===== config.mk =====
export PLATFORM = sky130hd
export DESIGN_NAME = l1nfs_cmd_queue
export DESIGN_NICKNAME = d
export VERILOG_FILES = /design/src/hdl/l1_nearest_five_search_macros.svh /design/src/hdl/l1nfs_pkg.sv /design/src/hdl/l1nfs_cmd_queue.sv
export SDC_FILE = /design/constraint.sdc
export NUM_CORES = 1
export LEC_CHECK = 0
export BUFFER_PORTS_ARGS = -buffer_cell sky130_fd_sc_hd__buf_2
export CAP_MARGIN = 10
export CORE_ASPECT_RATIO = 1.4
export CORE_UTILIZATION = 52
export CTS_CLUSTER_DIAMETER = 60
export DETAILED_ROUTE_END_ITERATION = 8
export HOLD_SLACK_MARGIN = 0.1
export PLACE_DENSITY = 0.74
export REMOVE_ABC_BUFFERS = 1
export SYNTH_ARGS = -nofsm -noshare
export SYNTH_HDL_FRONTEND = slang
export SYNTH_SLANG_ARGS = --single-unit

===== constraint.sdc =====
create_clock -name clock -period 3.01 [get_ports clock]
set_input_delay 0.903 -clock clock [delete_from_list [all_inputs] [get_ports clock]]
set_output_delay 0.903 -clock clock [all_outputs]
set_load 0.005 [all_outputs]

===== src/hdl/l1_nearest_five_search_macros.svh =====
// Assertion macros for the nearest-five search RTL.
// Needs signals named clock and reset in the including module.
`ifndef L1_NEAREST_FIVE_SEARCH_MACROS_SVH
`define L1_NEAREST_FIVE_SEARCH_MACROS_SVH

// Checked on every edge outside reset.
`define L1NFS_ASSERT(lbl, prop, msg) \
   lbl: assert property (@(posedge clock) disable iff (reset) prop) else $error(msg);

// Checked on every edge, reset included.
`define L1NFS_ASSERT_RST(lbl, prop, msg) \
   lbl: assert property (@(posedge clock) prop) else $error(msg);

`endif


===== src/hdl/l1nfs_pkg.sv =====
// Shared types and constants for the nearest-five pose search.
// No dependencies.
`timescale 1ns / 1ps

package l1nfs_pkg;

   // field widths of the transfer payloads
   localparam int ENTRY_IN_W  = 12;
   localparam int JOINT_W     = 4;
   localparam int AXIS_W      = 2;
   localparam int COORD_W     = 16;
   localparam int RANK_W      = 3;
   localparam int ENTRY_OUT_W = 13;
   localparam int DIST_W      = 22;
   localparam int CSR_W       = 13;

   localparam logic [DIST_W-1:0] DIST_MAX      = '1;
   localparam logic [CSR_W-1:0]  ENTRIES_RESET = 13'd4096;

   // default sizes
   localparam int MAX_ENTRIES_DEF = 4096;
   localparam int JOINT_COUNT_DEF = 14;
   localparam int AXIS_COUNT_DEF  = 3;
   localparam int MATCH_COUNT_DEF = 5;

   localparam int CMD_QUEUE_DEPTH = 4;

   // req_kind codes
   localparam logic KIND_POSE  = 1'b0;
   localparam logic KIND_QUERY = 1'b1;

   typedef enum logic [1:0] {
      OP_NONE,
      OP_POSE,
      OP_QUERY
   } cmd_op_type;

   typedef struct packed {
      cmd_op_type                op;
      logic                      start;
      logic [ENTRY_IN_W-1:0]     entry;
      logic [JOINT_W-1:0]        joint;
      logic [AXIS_W-1:0]         axis;
      logic [COORD_W-1:0]        coord;
   } cmd_type;

endpackage


===== src/hdl/l1nfs_cmd_queue.sv =====
// Short command queue between front end and search engine.
// Depends on l1nfs_pkg.
`timescale 1ns / 1ps

module l1nfs_cmd_queue import l1nfs_pkg::*; #(
   parameter int  DEPTH = CMD_QUEUE_DEPTH,
   localparam int PTR_W = (DEPTH > 1) ? $clog2(DEPTH) : 1,
   localparam int CNT_W = $clog2(DEPTH + 1)
) (
   input  logic    clock,
   input  logic    reset,
   input  logic    push,
   input  cmd_type push_cmd,
   output logic    full,
   output logic    vld,
   output cmd_type head,
   input  logic    pop
);

   cmd_type            slot_ff [DEPTH];
   logic [PTR_W-1:0]   wr_ptr_ff, wr_ptr_in;
   logic [PTR_W-1:0]   rd_ptr_ff, rd_ptr_in;
   logic [CNT_W-1:0]   count_ff, count_in;
   logic               do_push, do_pop;

   assign full    = count_ff == CNT_W'(DEPTH);
   assign vld     = count_ff != '0;
   assign head    = slot_ff[rd_ptr_ff];
   assign do_push = push && !full;
   assign do_pop  = pop && vld;

   always_comb begin
      wr_ptr_in = wr_ptr_ff;
      rd_ptr_in = rd_ptr_ff;
      count_in  = count_ff;
      if (do_push) begin
         wr_ptr_in = (wr_ptr_ff == PTR_W'(DEPTH - 1)) ? '0 : wr_ptr_ff + PTR_W'(1);
      end
      if (do_pop) begin
         rd_ptr_in = (rd_ptr_ff == PTR_W'(DEPTH - 1)) ? '0 : rd_ptr_ff + PTR_W'(1);
      end
      if (do_push && !do_pop) begin
         count_in = count_ff + CNT_W'(1);
      end else if (do_pop && !do_push) begin
         count_in = count_ff - CNT_W'(1);
      end
   end

   always_ff @(posedge clock) begin
      if (do_push) begin
         slot_ff[wr_ptr_ff] <= push_cmd;
      end
      if (reset) begin
         wr_ptr_ff <= '0;
         rd_ptr_ff <= '0;
         count_ff  <= '0;
      end else begin
         wr_ptr_ff <= wr_ptr_in;
         rd_ptr_ff <= rd_ptr_in;
         count_ff  <= count_in;
      end
   end

endmodule


==> results_dict.tcl, run 1 <==
set metrics [dict create \
    outcome "completed" \
    synthAdderAreaFrac_pct 1.63 \
    drive_gt1_share_pct 47.0 \
    crit_path_top_delay_cell "dfxtp_2" \
    multi_input_area_mm2 0.00111 \
    cts_setup_buffers 0 \
    leakage_nw 2.45 \
    crit_chain "buf_4 -> mux4_2 -> buf_2" \
    max_stage_delay_ps 580 \
    dp.cells 464 \
    worstHoldStart "rd_ptr_ff[0]$_SDFFE_PP0P_" \
    synth.most_common_cell "edfxtp_1" \
    cpLargestDelayFamily "flip-flops" \
    slew_headroom_pct 65.6 \
    finalWorstSetupSlack_ps 295 \
    fin_cells 497 \
    synth.top_cell.area_share_pct 76.1 \
    synth_seq_cells 157 \
    initial_core_util_pct 53.8 \
    grt_overflow 0 \
    grt_max_degree 27 \
    crit_required_ps 2110 \
    hold_buffers 0 \
    design_area_mm2 0.00706 \
    area_delta_synth_final_pct 20.9 \
    crit_buf_inv 2 \
    peakVddDrop_mv 0.838 \
    cp-end-kind "primary output" \
    grt_pass1_wl_um 15500 \
    cts_resized 0 \
    r2r_start "count_ff[0]$_SDFFE_PP0P_" \
    synth.top_cells.by_area "edfxtp_1 76%, mux4_2 14%, dfxtp_1 3.1%" \
    synth-simple-area-share_pct 1.52 \
    setup_viol 0 \
    coreArea_mm2 0.0109 \
    netlist_top_cells_count "148 x edfxtp_1, 37 x mux4_2, 9 x dfxtp_1" \
    r2r_cells 9 \
    rsz0062_at_grt "no" \
    synth-main-ff-cell "edfxtp_1" \
    rrSetupSlack_ps 660 \
    hold_path_class "reg -> reg" \
    portBuffers 79 \
    cts_root_buf "clkbuf_16" \
    post-route-min-period_ps 2720 \
    critPathLaunchType "register" \
    synth_edf_count 148 \
    r2r-end "count_ff[2]$_SDFFE_PP0P_" \
    cts_tree "yes" \
    die-area_mm2 0.0117 \
    synthCells 243 \
    synthArstFlopShare_pct 0 \
    wl_per_cell_um 19.8 \
    vias 2714 \
    place.gp.congestion 0.737 \
    synth_top_family_by_area "multiplexers" \
    ys_seq_area_share_pct 79.1 \
    fin_util_pct 65.0 \
    clock.fmax_mhz 368 \
    final_max_slew_viol_count 0 \
    post-place-ws_ps 280 \
    seq_area_mm2 0.00463 \
    final_hold_viol_count 0 \
    clockBufferDepth 2 \
    io_pins 80 \
    synthXorXnorAreaFrac_pct 0.300 \
    synth_top_area_cell "edfxtp_1" \
    dr.pass1.iters 6 \
    yosysUniqueCellTypes 27 \
    synth_compound_area_share_pct 0.857 \
    place_area_mm2 0.00648 \
    antenna_found_initial 2 \
    grtUsageTotal_pct 18.7 \
    num_rows 45 \
    yosys_warnings 0 \
    dp_hpwl_um 6390 \
    muxShareOfSynthArea_pct 14.6 \
    drc 0 \
    cts_made_buffers 17 \
    nets 390 \
    hold_depth 2 \
    crit_type "reg -> out" \
    die_w_um 91.6 \
    finalCritPeriodShare_pct 90.2 \
    grt_pass1_vias 2874 \
    clk_pin_slew_ps 60 \
    path_max_fanout 15 \
    skew_ps 5.88 \
    avgSynthCellArea_um2 24.0 \
    cp_data_arrival_time_ps 1810 \
    tightestPinTransition_ps 516 \
    fillerInstances 740 \
    synthesis.area_mm2 0.00584 \
    antenna_left 0 \
    numClockSinks 157 \
    viasPerCell 5.46 \
    die_h_um 127 \
    routed_wl_um 9860 \
    drtIter0Drc 174 \
    power.density_mw_per_mm2 840 \
    clock_latency_ps 410 \
    maxCapViolCount 0 \
    power_w 0.00593 \
    h-tree-depth 4 \
]
-- cell usage in the layout (no fill, tap or decap) --
cell type   count
or3_1           3
o31ai_2         2
bufinv_8        1
mux2i_1         2
and3_2          4
diode_2         1
dfxtp_2         2
bufinv_16       3
a21oi_1         3
dfxtp_1         7
clkinvlp_4      3
o21ai_1         1
buf_2          79
edfxtp_1      148
nor3_1          1
clkinv_2        5
mux4_2         37
ha_1            6
clkinv_4        2
buf_4           7
xor2_1          2
nor2_1          3
or3b_1          1
clkbuf_1        3
o21ai_0         1
nand3_1         2
nand2_1         1
inv_1           3
fa_1            1
nor2_2          1
buf_12          4
clkbuf_16      17
-- worst reg2reg max path: stages (launching register included) --
cell and delay, ps:
dfxtp_1 450, or3b_1 320, clkinv_4 90, nor2_2 130, ha_1 200, inv_1 60, fa_1 380, xor2_1 180
or3_1 320, a21oi_1 150
-- cells by family after synthesis --
kind of cell / Yosys count
adder cells (fa/ha/maj): 7
flip-flops: 157
AO/OA/AOI/OAI: 7
XOR/XNOR: 2
buffers and inverters: 15
multiplexers: 39
AND/OR/NAND/NOR: 16
-- flip-flops by register name, summed over array words and instances (netlist names), named ones only --
register and flops:
count_ff 3, wr_ptr_ff 2, rd_ptr_ff 2, slot_ff 148
-- area by class of cell --
type                    count  share of cell area [%]
well taps                 141                    2.50
multi-input cells          71                    15.7
clock buffers              20                    6.18
clock inverters            12                    2.07
repair buffers             90                    7.47
inverters                   5                   0.531
diodes                      1                  0.0354
flip-flops and latches    157                    65.5
-- per-layer routing --
metal,track usage [%],wire (um)
met5,0,0
met4,6.44,112
met3,7.50,566
met2,31.8,5330
met1,21.6,3850
-- stage by stage --
stage          TNS (ps)  hold WS [ps]
2_1_floorplan     -7340           456
3_3_place_gp          0           484
3_5_place_dp          0           494
4_1_cts               0           501
5_1_grt               0           514
6_report              0           511
-- how the worst max path moves through the flow --
stage,start,end,cells past startpoint
after floorplan,register,head[0],1
after global placement,push,count_ff[2]$_SDFFE_PP0P_,9
after detailed placement,push,count_ff[2]$_SDFFE_PP0P_,9
after CTS,register,head[8],3
after global routing,register,head[8],3
final,register,head[8],3
-- power by group --
part / total [W] / switching, W / internal, W
combinational: 0.00112 / 0.000524 / 0.000596
clock: 0.00208 / 0.000783 / 0.00130
sequential: 0.00273 / 0.0000895 / 0.00264
total: 0.00593 / 0.00140 / 0.00454
(Power assumes the default switching activity.)
==> run 2, diff against run 1 <==
CTS_BUF_LIST = sky130_fd_sc_hd__clkbuf_8   (was not set)
==> run 2 against run 1 <==
Compared with the run above:
- final cell count did not move
- non-clock buffer count is the same
- wire length fell by 1.2%
- first-iteration DRC count stayed put
- fmax fell by 1.6%
- critical path depth unchanged
- die area unchanged
- sequential cell count unchanged
- critical path type unchanged
- largest power group unchanged
- highest routed layer unchanged
==> results_dict.tcl, run 2 (same netlist as run 1, synthesis figures left out) <==
set metrics [dict create \
    coreArea_mm2 0.0109 \
    initial_core_util_pct 53.8 \
    clockBufferDepth 2 \
    antenna_left 0 \
    cts_setup_buffers 0 \
    wl_met3_um 556 \
    hold_depth 2 \
    cts_resized 0 \
    finalCritPeriodShare_pct 91.6 \
    dp.cells 464 \
    peakVddDrop_mv 0.445 \
    nets 390 \
    crit_required_ps 2110 \
    setup_viol 0 \
    crit_path_top_delay_cell "dfxtp_2" \
    cts_tree "yes" \
    hold_buffers 0 \
    clock.fmax_mhz 363 \
    die-area_mm2 0.0117 \
    grt_max_degree 27 \
    r2r-end "count_ff[2]$_SDFFE_PP0P_" \
    dr.pass1.iters 4 \
    fin_tns_setup_ps 0 \
    power.density_mw_per_mm2 780 \
    antenna_found_initial 2 \
    clk_pin_slew_ps 80 \
    portBuffers 79 \
    crit_type "reg -> out" \
    cp_data_arrival_time_ps 1860 \
    drive_gt1_share_pct 47.0 \
    final_max_slew_viol_count 0 \
    die_h_um 127 \
    critPathLaunchType "register" \
    dp_hpwl_um 6390 \
    maxCapViolCount 0 \
    drtIter0Drc 174 \
    crit_chain "buf_4 -> mux4_2 -> buf_2" \
    grt_pass1_vias 2894 \
    r2r_cells 9 \
    rrSetupSlack_ps 660 \
    vias 2681 \
    cts_made_buffers 17 \
    h-tree-depth 4 \
    leakage_nw 2.37 \
    slew_headroom_pct 65.3 \
    outcome "completed" \
    grt_overflow 0 \
    die_w_um 91.6 \
    drc 0 \
    max_stage_delay_ps 600 \
    wl_met1_um 3840 \
    tightestPinTransition_ps 520 \
    path_max_fanout 15 \
    grtUsageTotal_pct 18.4 \
    hold_path_class "reg -> reg" \
    wl_per_cell_um 19.6 \
    area_delta_synth_final_pct 17.6 \
    most-common-layout-cells "148 x edfxtp_1, 79 x buf_2, 37 x mux4_2, 17 x clkbuf_8" \
    num_rows 45 \
    rsz0062_at_grt "no" \
    post-place-ws_ps 280 \
    reg_top3 "slot_ff: 148 flops, count_ff: 3 flops" \
    finalWorstSetupSlack_ps 252 \
    top_layer "met4" \
    worstHoldStart "rd_ptr_ff[0]$_SDFFE_PP0P_" \
    routed_wl_um 9730 \
    cp-end-kind "primary output" \
    largest_reg_flops 148 \
    io_pins 80 \
    grt_pass1_wl_um 15200 \
    top_register "slot_ff" \
    skew_ps 10.2 \
    viasPerCell 5.39 \
    wl_met2_um 5170 \
    final_hold_viol_count 0 \
    layout_commonest_cell "edfxtp_1" \
    place.gp.congestion 0.737 \
    power_w 0.00536 \
    post-route-min-period_ps 2760 \
    hold_ws_ps 511 \
    clock_latency_ps 430 \
    r2r_start "count_ff[0]$_SDFFE_PP0P_" \
    cts_root_buf "clkbuf_8" \
    fin_cells 497 \
    numClockSinks 157 \
]
[run 2: cell types whose count changed in the layout (fill, tap and decap cells not counted), sizes merged]
| cell | previous run | this run |
|---|---|---|
| clkbuf | 20 | 17 |
| inv | 3 | 6 |
[run 2: layout make-up]
cell class,count,area (um2)
multi-input combinational,71,1110
fill,764,3990
clock inverter,15,158
timing repair buffer,90,528
inverter,5,37.5
tap,141,176
clock buffer,17,234
antenna,1,2.50
sequential,157,4630
[run 2: worst max path at each step]
stage	from	end	slack, ps	depth (start not counted)
after global routing	register	head[17]	160	3
after detailed placement	push	count_ff[2]$_SDFFE_PP0P_	280	9
after floorplan	register	head[0]	-200	1
after global placement	push	count_ff[2]$_SDFFE_PP0P_	380	9
final	register	head[17]	250	3
after CTS	register	head[8]	190	3
[run 2: critical path: cells and delay by family (launching register included)]
kind	cells	cell delay (ps)
DFF	1	600
buffers and inverters	2	470
muxes	1	350
[run 2: layer usage]
layer  vias up  GRT usage (%)
li1       1218              -
met1      1376           21.6
met2        72           30.8
met3        15           6.25
met4         0           8.40
met5         -              0
[run 2: through the flow]
stage / instance area [um2] / util (%)
after CTS: 6870 / 63.2
after global placement: 6480 / 59.6
after floorplan: 5770 / -
final: 6870 / 63.2
after detailed placement: 6480 / 59.6
after global routing: 6870 / 63.2
[run 2: power by group]
part           switching [W]  internal (W)  total (W)
Sequential         0.0000881       0.00264    0.00273
Clock               0.000712      0.000803    0.00151
Combinational       0.000524      0.000596    0.00112
==> run 3, diff against run 2 <==
CTS_BUF_LIST = sky130_fd_sc_hd__clkbuf_4 sky130_fd_sc_hd__clkbuf_8   (was sky130_fd_sc_hd__clkbuf_8)
==> run 3 against run 2 <==
Compared with the run above:
- clock-buffer cell count is 3 higher
- sequential share of layout area decreased by 0.11 points
- clock power is 3% higher
- wire length down 0.32%
- die area unchanged
- worst setup slack improved by 2.7 ps
- register-to-register slack is essentially flat
- hold slack about the same
- cell area up 0.16%
- critical path type unchanged
- largest power group unchanged
==> results_dict.tcl, run 3 (same netlist as run 1, synthesis figures left out) <==
set metrics [dict create \
    drtIter0Drc 191 \
    outcome "completed" \
    io_pins 80 \
    routed_wl_um 9700 \
    hold_path_class "reg -> reg" \
    area_delta_synth_final_pct 17.8 \
    slew_headroom_pct 66.1 \
    cp.depth 3 \
    crit_type "reg -> out" \
    cpLargestDelayFamily "flip-flops" \
    use_met2_pct 30.9 \
    cp-end-kind "primary output" \
    clk_pin_slew_ps 80 \
    clockBufferDepth 2 \
    peakVddDrop_mv 0.445 \
    numClockSinks 157 \
    rsz0062_at_grt "no" \
    drc 0 \
    skew_ps 9.15 \
    rrSetupSlack_ps 660 \
    dp_hpwl_um 6390 \
    grt_pass1_vias 2899 \
    viasPerCell 5.39 \
    top_register "slot_ff" \
    die_w_um 91.6 \
    post-route-min-period_ps 2760 \
    hold_buffers 0 \
    multi_input_area_mm2 0.00111 \
    crit_required_ps 2110 \
    design_area_mm2 0.00688 \
    cts_made_buffers 17 \
    place.gp.congestion 0.737 \
    cts_setup_buffers 0 \
    max_stage_delay_ps 590 \
    fillerInstances 764 \
    cts_resized 0 \
    coreArea_mm2 0.0109 \
    worstHoldStart "rd_ptr_ff[0]$_SDFFE_PP0P_" \
    dr.pass1.iters 4 \
    h-tree-depth 4 \
    maxCapViolCount 0 \
    seq_area_mm2 0.00463 \
    r2r_cells 9 \
    r2r_start "count_ff[0]$_SDFFE_PP0P_" \
    portBuffers 79 \
    num_rows 45 \
    tightestPinTransition_ps 508 \
    crit_path_top_delay_cell "dfxtp_2" \
    grt_overflow 0 \
    grt_util_met3_pct 6.25 \
    largest_reg_flops 148 \
    drive_gt1_share_pct 47.9 \
    wl_per_cell_um 19.5 \
    nets 390 \
    hold_depth 2 \
    power.density_mw_per_mm2 784 \
    r2r-end "count_ff[2]$_SDFFE_PP0P_" \
    leakage_nw 2.37 \
    setup_viol 0 \
    antenna_left 0 \
    power_w 0.00539 \
    antenna_found_initial 2 \
    initial_core_util_pct 53.8 \
    grt_pass1_wl_um 15300 \
    clock_latency_ps 430 \
    path_max_fanout 15 \
    place_area_mm2 0.00648 \
    grt_max_degree 27 \
    final_max_slew_viol_count 0 \
    clock.fmax_mhz 363 \
    cts_root_buf "clkbuf_8" \
    reg_top3 "slot_ff: 148 flops, count_ff: 3 flops" \
    use_met1_pct 21.6 \
    crit_buf_inv 2 \
    most-common-layout-cells "148 x edfxtp_1, 79 x buf_2, 37 x mux4_2, 17 x clkbuf_8" \
    die-area_mm2 0.0117 \
    cp_data_arrival_time_ps 1850 \
    critPathLaunchType "register" \
    hold_ws_ps 511 \
    cts_tree "yes" \
    layout_commonest_cell "edfxtp_1" \
    grtUsageTotal_pct 18.4 \
    crit_chain "buf_4 -> mux4_2 -> buf_2" \
    vias 2681 \
    final_hold_viol_count 0 \
    finalCritPeriodShare_pct 91.5 \
    top_usage_layer "met2" \
    die_h_um 127 \
]
## run 3: metrics by stage
stage | std cells | setup WS, ps | util (%) | setup TNS, ps
floorplan | 233 | -198 | - | -7340
detailed placement | 464 | 280 | 59.6 | 0
global route | 496 | 164 | 63.3 | 0
finish | 497 | 254 | 63.4 | 0
global placement | 464 | 382 | 59.6 | 0
CTS | 496 | 192 | 63.3 | 0
## run 3: worst register-to-register path: stages (launching register included)
cell and delay (ps):
dfxtp_1 460, or3b_1 320, clkinv_4 90, nor2_2 130
ha_1 200, inv_1 60, fa_1 380, xor2_1 180
or3_1 320, a21oi_1 150
## run 3: layout make-up
class                   count  area share, %
flip-flops and latches    157           67.2
multi-input cells          71           16.1
repair buffers             90           7.67
clock buffers              20           3.73
well taps                 141           2.56
clock inverters            12           2.13
inverters                   5          0.545
diodes                      1         0.0364
## run 3: where the power goes
part           leakage [nW]  internal [W]  switching [W]  total (W)
clock network         0.203      0.000840       0.000708    0.00155
registers              1.43       0.00264      0.0000879    0.00273
logic                 0.738      0.000596       0.000522    0.00112
total                  2.37       0.00408        0.00132    0.00539
## run 3: metal layers
layer,vias up,wire (um)
met3,15,530
met5,-,0
met4,0,164
met2,69,5210
met1,1381,3800
li1,1216,-
## run 3: worst max path at each step
| stage | startpoint | end | slack [ps] |
|---|---|---|---|
| detailed placement | push | count_ff[2]$_SDFFE_PP0P_ | 280 |
| CTS | register | head[8] | 190 |
| global route | register | head[17] | 160 |
| finish | register | head[17] | 250 |
| global placement | push | count_ff[2]$_SDFFE_PP0P_ | 380 |
| floorplan | register | head[0] | -200 |
